File: src/hw/rtl/snvs_pkg.sv
// Package for the sorted nearest value search block.
// Holds default sizes, item mode codes and the structs passed between the top level and the cells.
// No dependencies.
package snvs_pkg;

    localparam int TABLE_DEPTH_DEF = 64;
    localparam int VALUE_WIDTH_DEF = 32;
    localparam int MODE_W = 2;
    localparam int NEAREST_INDEX_W = 6;

    localparam logic [MODE_W-1:0] MODE_INSERT = 2'd0;
    localparam logic [MODE_W-1:0] MODE_QUERY = 2'd1;
    localparam logic [MODE_W-1:0] MODE_CLEAR = 2'd2;

    typedef struct packed {
        logic insert_en;
        logic query_en;
    } t_cell_op;

    typedef struct packed {
        logic boundary;
        logic lower;
        logic last_le;
    } t_cell_res;

endpackage

File: src/hw/rtl/snvs_cell.sv
// One table cell: holds one sorted entry and compares it against the current key.
// Takes its left neighbor's entry and compare flags for shifting inserts and nearest choice.
// Depends on snvs_pkg.
module snvs_cell import snvs_pkg::*; #(
    parameter int VALUE_WIDTH = VALUE_WIDTH_DEF,
    parameter int TABLE_DEPTH = TABLE_DEPTH_DEF,
    parameter int CELL_IDX    = 0
) (
    input  logic                                 i_clk,
    input  t_cell_op                             i_op,
    input  logic signed [VALUE_WIDTH-1:0]        i_key,
    input  logic [$clog2(TABLE_DEPTH+1)-1:0]     i_count,
    input  logic signed [VALUE_WIDTH-1:0]        i_left_val,
    input  logic                                 i_left_gt,
    input  logic                                 i_left_ge,
    output logic signed [VALUE_WIDTH-1:0]        o_val,
    output logic                                 o_gt,
    output logic                                 o_ge,
    output t_cell_res                            o_res
);

    localparam int CNT_W = $clog2(TABLE_DEPTH+1);
    localparam logic [CNT_W-1:0] MY_IDX = CNT_W'(CELL_IDX);
    localparam logic [CNT_W-1:0] MY_NEXT = CNT_W'(CELL_IDX + 1);

    logic signed [VALUE_WIDTH-1:0] r_val;
    t_cell_res                     r_res;
    t_cell_res                     n_res;
    logic                          occupied;
    logic                          write_en;
    logic signed [VALUE_WIDTH:0]   d_lo;
    logic signed [VALUE_WIDTH:0]   d_hi;

    assign occupied = MY_IDX < i_count;
    assign o_gt = occupied && (r_val > i_key);
    assign o_ge = occupied && (r_val >= i_key);
    assign o_val = r_val;
    assign o_res = r_res;

    // An insert lands in the first cell above the key, or in the first free cell.
    assign write_en = i_op.insert_en && (o_gt || (MY_IDX == i_count));

    assign d_lo = $signed({i_key[VALUE_WIDTH-1], i_key})
                - $signed({i_left_val[VALUE_WIDTH-1], i_left_val});
    assign d_hi = $signed({r_val[VALUE_WIDTH-1], r_val})
                - $signed({i_key[VALUE_WIDTH-1], i_key});

    always_comb begin
        n_res.boundary = o_ge && !i_left_ge;
        n_res.lower = n_res.boundary && (CELL_IDX != 0) && (d_lo < d_hi);
        n_res.last_le = occupied && (MY_NEXT == i_count) && !o_gt;
    end

    always_ff @(posedge i_clk) begin
        if (write_en) begin
            r_val <= i_left_gt ? i_left_val : i_key;
        end
        if (i_op.query_en) begin
            r_res <= n_res;
        end
    end

endmodule

File: config.mk
export PLATFORM = sky130hd
export DESIGN_NAME = snvs_cell
export DESIGN_NICKNAME = d
export VERILOG_FILES = /design/src/hw/rtl/snvs_pkg.sv /design/src/hw/rtl/snvs_cell.sv
export SDC_FILE = /design/constraint.sdc
export NUM_CORES = 1
export LEC_CHECK = 0
export BUFFER_PORTS_ARGS = -buffer_cell sky130_fd_sc_hd__buf_2
export CORE_MARGIN = 1
export CORE_UTILIZATION = 39
export DETAILED_ROUTE_END_ITERATION = 8
export PLACE_DENSITY_LB_ADDON = 0.08
export SLEW_MARGIN = 20
export SYNTH_ARGS = -nofsm -noshare
export SYNTH_HDL_FRONTEND = slang
export SYNTH_SLANG_ARGS = --single-unit
File: constraint.sdc
create_clock -name i_clk -period 6.1 [get_ports i_clk]
set_input_delay 1.83 -clock i_clk [delete_from_list [all_inputs] [get_ports i_clk]]
set_output_delay 1.83 -clock i_clk [all_outputs]
set_load 0.05 [all_outputs]
==> results.yml, run 1 <==
outcome:
  status: "finished, final reports clean"
logic_synthesis:
  syn_area_um2: 2240
  ys_warn_count: 0
  synth_edf_count: 34
  synth_area_per_cell_um2: 9.76
  synth_top_area_share: 0.457
  syn-num-nets: 337
  synth_cells: 229
  yosysTopAreaCell: "edfxtp_1"
  ys_seq_area_frac: 0.457
  yosysMostFrequentCell: "nand2_1"
  synth-async-reset-ratio: 0
  ys_types: 34
  ys_ff_latch: 34
  synth_ff_type: "edfxtp_1"
  ys_top_cells_by_count: "nand2_1, edfxtp_1, ha_1, inv_1, o21ai_0"
  synth.area.top_cells: "edfxtp_1, ha_1, o21ai_0, nand2_1, inv_1"
sta:
  fin_skew_ns: 0.00379
  tightest_slew_ns: 0.943
  rsz0062_at_grt: "false"
  fin_crit_ns: 5.88
  fmaxAchievable_mhz: 170
  setup_viol: 0
  hold_violations: 0
  max-slew-margin-rel: 0.371
  post-route-period-util: 0.964
  tns_ns: 0
  drv_slew: 0
global_routing:
  grt_pass1_wl_mm: 8.63
  grt_pass1_vias: 1985
  grt.overflow.total: 0
  track_usage: 0.182
  grt_antenna_before_repair: 0
  grt_max_degree: 64
placed_design:
  port_buffers: 111
  place_congestion: 0.755
  place_hpwl_mm: 4.02
route:
  viasPerCell: 4.76
  first_pass_iters: 4
  drc: 0
  ant_nets: 0
  drt_first_iter_violations: 39
  vias: 1967
  wire_per_inst_um: 12.4
  wirelength_mm: 5.11
flow_run:
  drv_cap: 0
clock_network:
  h-tree-depth: 2
  clkSinkCount: 34
  cts_resized: 0
  clk_root_buffer_cell: "clkbuf_8"
  cts_buffer_depth: 2
  post_cts_buffers: 0
  ctsHoldBuffers: 0
  clk_pin_slew_worst_paths_ns: 0.07
  numCtsBuffers: 5
  clk_latency_ns: 0.28
  cts_tree: "yes"
die:
  io_pins: 113
  rows: 27
  die_area_um2: 6040
  fp.dieH_um: 77.7
  core_um2: 5510
  floorplan.initialDensity: 0.406
  die_width_um: 77.7
finish:
  n_antenna_cell: 0
  layout-drive-gt1-share: 0.361
  syn_to_final_growth_pct: 32.1
  post-route-util: 0.536
  fin_nets: 448
pwr:
  ir_worst_vdd_v: 0.000101
  leakagePower_nw: 1.48
  power_mw: 0.695
  p_per_area_nw_per_um2: 235
worst_setup_path:
  critPathCaptureType: "primary output"
  slowest_stage: "or4b_1"
  required_ns: 4.27
  worstSetupPathType: "in -> out"
  crit_path_start_kind: "input pin"
  cp_num_buf_inv: 3
  timing.critical_path.mode_cell: "buf_2"
  crit_fanout: 4
  cp.arrival_ns: 4.05
  crit_chain: "buf_2, inv_1, ha_1, and4_4, nand2_2, a2bb2oi_1, or4b_1, or2_1, and2_4, a21oi_1, buf_2"
  slowest_delay_ns: 0.46
  critPathTopFamily: "simple AND/OR/NAND/NOR gates"
min_path:
  min_path_type: "reg -> reg"
==> worst reg2reg max path: stages, from the launching register on <==
cell and delay (ns):
edfxtp_1 0.40, ha_1 0.30, a21o_1 0.16, a21oi_1 0.16
a2bb2oi_1 0.16, or4b_1 0.46, or2_1 0.24, a21oi_1 0.20
o21a_1 0.62, buf_12 0.26
==> final cells by class <==
cell class / instances / area [µm²]
fill: 544 / 2550
multi-input combinational: 155 / 1070
sequential: 34 / 1020
timing repair buffer: 112 / 576
inverter: 32 / 120
tap: 72 / 90.1
clock buffer: 5 / 68.8
clock inverter: 3 / 11.3
==> state kept, by name, indices dropped and copies added (netlist names) <==
name   flops
o_val     32
o_res      2
==> metal layers <==
metal / part of all wire / up-vias / track usage / routed length [µm]
met5: 0 / - / 0 / 0
met4: 0.0094 / 0 / 0.0528 / 48
met3: 0.075 / 4 / 0.0576 / 384
met2: 0.44 / 66 / 0.297 / 2260
met1: 0.47 / 856 / 0.229 / 2420
li1: - / 1041 / - / -
==> through the flow <==
step,area (µm²),hold slack (ns),setup slack (ns),instances
floorplan,2240,1.32,0.0468,229
global placement,2870,1.06,0.232,405
detailed placement,2870,1.05,0.216,405
CTS,2950,1.07,0.212,413
global route,2950,1.11,0.112,413
finish,2950,1.05,0.219,413
==> layout by cell type, fill, tap and decap left out, types with 3 or more instances in the layout <==
cell / instances
a21o_1: 5
ha_1: 32
nand3_1: 6
clkbuf_8: 5
a21oi_1: 12
clkinv_1: 3
edfxtp_1: 34
nand4_1: 6
inv_1: 32
nor4_1: 3
buf_2: 111
o21ai_0: 32
nand2_1: 35
==> where the power goes <==
group / leakage, nW / switching, mW / total, mW / internal [mW]
registers: 0.322 / 0.0107 / 0.298 / 0.288
logic: 1.11 / 0.163 / 0.239 / 0.0761
clock network: 0.0407 / 0.0821 / 0.158 / 0.0763
total: 1.48 / 0.255 / 0.695 / 0.440
==> kinds of logic (layout without fill, tap and decap cells) <==
| logic type | after synthesis | in the layout | share of synthesized area |
|---|---|---|---|
| adder cells (fa/ha/maj) | 32 | 32 | 0.179 |
| flip-flops | 34 | 34 | 0.457 |
| other | 1 | 1 | 0.00168 |
| AO/OA/AOI/OAI | 59 | 59 | 0.153 |
| buffers and inverters | 40 | 152 | 0.0688 |
| AND/OR/NAND/NOR | 62 | 62 | 0.135 |
| multiplexers | 1 | 1 | 0.00504 |
==> worst paths after layout <==
check                           cells after the start  startpoint  slack (ns)  endpoint
worst max-delay path                               11   i_key[30]        0.22      o_ge
worst min-delay path                                5    o_val[2]        1.05  o_res[2]
worst max register to register                      9   o_val[25]        2.84  o_val[1]
worst min register to register                      5    o_val[2]        1.05  o_res[2]
(Power assumes the default switching activity.)
==> inputs of run 2 (changes only) <==
--- a/config.mk
+++ b/config.mk
@@ -6,6 +6,7 @@
 export NUM_CORES = 1
 export LEC_CHECK = 0
 export BUFFER_PORTS_ARGS = -buffer_cell sky130_fd_sc_hd__buf_2
+export CORE_ASPECT_RATIO = 0.6
 export CORE_MARGIN = 1
 export CORE_UTILIZATION = 39
 export DETAILED_ROUTE_END_ITERATION = 8
==> run 2 against run 1 <==
Effect of this change:
- non-clock buffer count is the same
- power is essentially flat
- clock skew shrank 0.00051 ns
- first-iteration DRC count grew 49%
- critical endpoint unchanged
- design area shrank 0.34%
- highest routed layer unchanged
- combinational power is essentially flat
- largest power group unchanged
==> results.yml, run 2 (same netlist as run 1, synthesis figures left out) <==
global_routing:
  grt_pass1_wl_mm: 8.34
  grt_max_degree: 64
  grt_antenna_before_repair: 0
  track_usage: 0.185
  grt.overflow.total: 0
  grt_pass1_vias: 1826
worst_setup_path:
  required_ns: 4.27
  cp-endpoint: "o_ge"
  crit_path_start_kind: "input pin"
  startpoint: "i_key[25]"
  critPathCaptureType: "primary output"
  reg2reg_slack_ns: 3.01
  crit_fanout: 3
  r2r_end: "o_val[12]"
  rr_startpoint: "o_val[30]"
  worstSetupPathType: "in -> out"
  cp.arrival_ns: 4.07
  rr_worst_depth: 9
die:
  fp.dieH_um: 60.7
  rows: 20
  floorplan.initialDensity: 0.423
  die_area_um2: 6050
  core_um2: 5280
  die_width_um: 99.8
  io_pins: 113
sta:
  fin_crit_ns: 5.90
  drv_slew: 0
  fmaxAchievable_mhz: 170
  max-slew-margin-rel: 0.376
  hold_violations: 0
  rsz0062_at_grt: "false"
  post-route-period-util: 0.967
  fin_skew_ns: 0.00328
  setup_viol: 0
  tns_ns: 0
  tightest_slew_ns: 0.936
placed_design:
  dp_cells: 410
  place_congestion: 0.757
  port_buffers: 111
  placed_area_um2: 2870
  place_hpwl_mm: 4.18
pwr:
  ir_worst_vdd_v: 0.000106
  leakagePower_nw: 1.47
  power_mw: 0.695
  p_per_area_nw_per_um2: 236
clock_network:
  ctsHoldBuffers: 0
  numCtsBuffers: 5
  h-tree-depth: 2
  clk_latency_ns: 0.28
  clkSinkCount: 34
  post_cts_buffers: 0
  clk_root_buffer_cell: "clkbuf_8"
  cts_resized: 0
  cts_buffer_depth: 2
  clk_pin_slew_worst_paths_ns: 0.07
  cts_tree: "yes"
finish:
  stdcell_area_um2: 2940
  largest_reg_flops: 32
  fin_nets: 448
  final_common_cell: "buf_2"
  n_antenna_cell: 0
  layout_common_cells: "buf_2, nand2_1, edfxtp_1"
  syn_to_final_growth_pct: 31.6
  nFillCells: 522
  post-route-util: 0.557
  layout-drive-gt1-share: 0.362
  final_cells: 417
route:
  vias: 1992
  first_pass_iters: 4
  ant_nets: 0
  wirelength_mm: 5.32
  viasPerCell: 4.78
  drc: 0
  wire_per_inst_um: 12.7
  drt_first_iter_violations: 58
min_path:
  min_path_type: "reg -> reg"
  holdPathStages: 4
outcome:
  status: "finished, final reports clean"
flow_run:
  drv_cap: 0
## run 2: power breakdown
part	internal (mW)	switching [mW]	leakage [nW]	total, mW
registers	0.288	0.0115	0.322	0.300
clock network	0.0786	0.0785	0.0383	0.157
logic	0.0738	0.165	1.11	0.238
total	0.440	0.255	1.47	0.695
## run 2: area by class of cell
class | instances | area [µm²] | share of cell area
clock buffer | 7 | 76.3 | 0.0259
inverter | 32 | 120 | 0.0408
multi-input combinational | 155 | 1070 | 0.362
sequential | 34 | 1020 | 0.347
tap | 77 | 96.3 | 0.0327
timing repair buffer | 112 | 563 | 0.191
## run 2: per-stage QoR
step	hold slack, ns	setup WS, ns
CTS	1.06	0.208
finish	1.06	0.204
global placement	1.04	0.219
detailed placement	1.04	0.206
global route	1.13	0.0392
floorplan	1.32	0.0468
## run 2: per-layer routing
metal	GRT usage	routed length (µm)	up-vias	share of wire
met5	0	0	-	0
met4	0.0714	90	0	0.017
met3	0.0588	404	12	0.076
met2	0.256	1980	79	0.37
met1	0.269	2840	859	0.54
li1	-	-	1042	-
## run 2: worst min-delay path by stage
stage              start       end  slack, ns
2_1_floorplan  o_val[31]  o_res[0]       1.32
3_3_place_gp   o_val[31]  o_res[2]       1.04
3_5_place_dp   o_val[31]  o_res[2]       1.04
4_1_cts         o_val[2]  o_res[2]       1.06
5_1_grt        o_val[31]  o_res[2]       1.13
6_report       o_val[31]  o_res[2]       1.06
## run 2: worst max-delay path: stages
cell and delay, ns:
buf_2 0.07, inv_1 0.04, ha_1 0.30, a21o_1 0.16, a21oi_1 0.18, a2bb2oi_1 0.15, or4b_1 0.46, or2_1 0.24
and2_4 0.17, a21oi_1 0.17, buf_2 0.29
==> inputs of run 3 (changes only) <==
--- a/config.mk
+++ b/config.mk
@@ -5,12 +5,13 @@
 export SDC_FILE = /design/constraint.sdc
 export NUM_CORES = 1
 export LEC_CHECK = 0
+export ABC_AREA = 1
 export BUFFER_PORTS_ARGS = -buffer_cell sky130_fd_sc_hd__buf_2
 export CORE_ASPECT_RATIO = 0.6
 export CORE_MARGIN = 1
 export CORE_UTILIZATION = 39
 export DETAILED_ROUTE_END_ITERATION = 8
-export PLACE_DENSITY_LB_ADDON = 0.08
+export PLACE_DENSITY = 0.69
 export SLEW_MARGIN = 20
 export SYNTH_ARGS = -nofsm -noshare
 export SYNTH_HDL_FRONTEND = slang
==> run 3 against run 2 <==
Effect of this change:
- power increased by 7.6%
- sequential cell count is the same
- critical endpoint unchanged
- critical path type unchanged
- non-clock buffer count did not move
==> results.yml, run 3 <==
finish:
  nFillCells: 539
  largest_reg_flops: 32
  final_cells: 459
  syn_to_final_growth_pct: 32.0
  fin_nets: 486
  regArea_um2: 1020
  layout_common_cells: "buf_2, nand2_1, inv_1"
  final_common_cell: "buf_2"
  multi_input_area_um2: 1110
  post-route-util: 0.542
  layout-drive-gt1-share: 0.346
  n_antenna_cell: 0
worst_setup_path:
  timing.critical_path.mode_cell: "nand2_1"
  critPathCaptureType: "primary output"
  crit_path_start_kind: "input pin"
  crit_fanout: 5
  slowest_stage: "ha_1"
  cp.arrival_ns: 3.56
  worstSetupPathType: "in -> out"
  slowest_delay_ns: 0.34
  crit_chain: "buf_2, inv_1, ha_1, nand2_1, nor2_2, nand2_2, nor4_4, nand2_2, nand2_1, nand2_1, nand3_1, nand2_1, inv_1, buf_2"
  required_ns: 4.27
global_routing:
  grt_max_degree: 64
  grt.overflow.total: 0
  track_usage: 0.175
  grt_pass1_wl_mm: 8.22
  grt_antenna_before_repair: 0
  grt_pass1_vias: 1819
clock_network:
  cts_buffer_depth: 2
  numCtsBuffers: 5
  cts_resized: 0
  clk_root_buffer_cell: "clkbuf_8"
  clk_pin_slew_worst_paths_ns: 0.08
  post_cts_buffers: 0
  clkSinkCount: 34
  h-tree-depth: 2
  ctsHoldBuffers: 0
  cts_tree: "yes"
  clk_latency_ns: 0.29
pwr:
  leakagePower_nw: 1.61
  ir_worst_vdd_v: 0.000118
  p_per_area_nw_per_um2: 244
sta:
  setup_viol: 0
  timing.hold.ws_ns: 0.974
  rsz0062_at_grt: "false"
  fin_skew_ns: 0.00905
  fmaxAchievable_mhz: 186
  max-slew-margin-rel: 0.389
  tns_ns: 0
  hold_violations: 0
  post-route-period-util: 0.884
  fin_crit_ns: 5.39
  tightest_slew_ns: 0.917
  drv_slew: 0
logic_synthesis:
  synth-async-reset-ratio: 0
  ys_ff_latch: 34
  syn-num-nets: 375
  ys_warn_count: 0
  yosysTopAreaCell: "edfxtp_1"
  synth_edf_count: 34
  ys_types: 24
  ys_top_cells_by_count: "nand2_1, inv_1, edfxtp_1"
  syn_area_um2: 2320
  synth_area_per_cell_um2: 8.69
  synth_ff_type: "edfxtp_1"
  synth_top_area_share: 0.440
  yosysMostFrequentCell: "nand2_1"
  ys_seq_area_frac: 0.440
  synth_cells: 267
  synth.area.top_cells: "edfxtp_1, ha_1, nand2_1, o21ai_0, inv_1"
route:
  viasPerCell: 4.43
  wire_per_inst_um: 11.4
  wirelength_mm: 5.25
  drc: 0
  vias: 2033
  first_pass_iters: 4
  drt_first_iter_violations: 67
  ant_nets: 0
die:
  io_pins: 113
  rows: 21
  die_area_um2: 6270
  floorplan.initialDensity: 0.411
  fp.dieH_um: 61.8
  core_um2: 5650
  die_width_um: 102
placed_design:
  place_hpwl_mm: 4.16
  dp_cells: 450
  place_congestion: 0.709
  port_buffers: 111
min_path:
  min_path_type: "reg -> reg"
outcome:
  status: "finished, final reports clean"
flow_run:
  drv_cap: 0
-- run 3: worst max-delay path: cells and delay by family --
family	cells	cell delay (ns)
buffers and inverters	4	0.44
adder cells (fa/ha/maj)	1	0.34
AND/OR/NAND/NOR	9	0.95
-- run 3: cell type report --
| type | instances | area share |
|---|---|---|
| Multi-Input combinational cell | 180 | 0.362 |
| Sequential cell | 34 | 0.333 |
| Timing Repair Buffer | 112 | 0.190 |
| Inverter | 45 | 0.0551 |
| Tap cell | 80 | 0.0327 |
| Clock buffer | 6 | 0.0237 |
| Clock inverter | 2 | 0.00286 |
-- run 3: metrics by stage --
step	power, mW	cell area (µm²)	worst slack, ns
2_1_floorplan	0.508	2320	0.974
3_3_place_gp	0.580	2950	0.785
3_5_place_dp	0.585	2950	0.701
4_1_cts	0.747	3040	0.699
5_1_grt	0.798	3060	0.444
6_report	0.748	3060	0.711
-- run 3: logic make-up (layout without fill, tap and decap cells) --
kind of cell	count (synthesis)	after routing	share of synthesized area
compound gates	52	52	0.118
fa+ha+maj	32	32	0.173
buf+inv	53	165	0.0873
flops	34	34	0.440
mux	1	1	0.00485
other cells	1	1	0.00162
simple gates	94	94	0.176
-- run 3: layer usage --
layer  vias to the layer above  GRT usage  share of wire
li1                       1108          -              -
met1                       854      0.248           0.53
met2                        67      0.267           0.40
met3                         4     0.0503          0.066
met4                         0     0.0373         0.0072
met5                         -          0              0
-- run 3: report_power, final --
part,internal [mW],switching [mW],leakage (nW)
clock,0.0786,0.0848,0.0426
combinational,0.0841,0.195,1.24
sequential,0.292,0.0132,0.325
-- run 3: worst paths after layout --
kind / start / to / slack (ns) / cells past startpoint
max reg2reg: o_val[31] / o_val[21] / 3.49 / 10
max: i_key[31] / o_ge / 0.71 / 14
min: o_val[31] / o_res[2] / 0.97 / 5
min reg2reg: o_val[31] / o_res[2] / 0.97 / 5
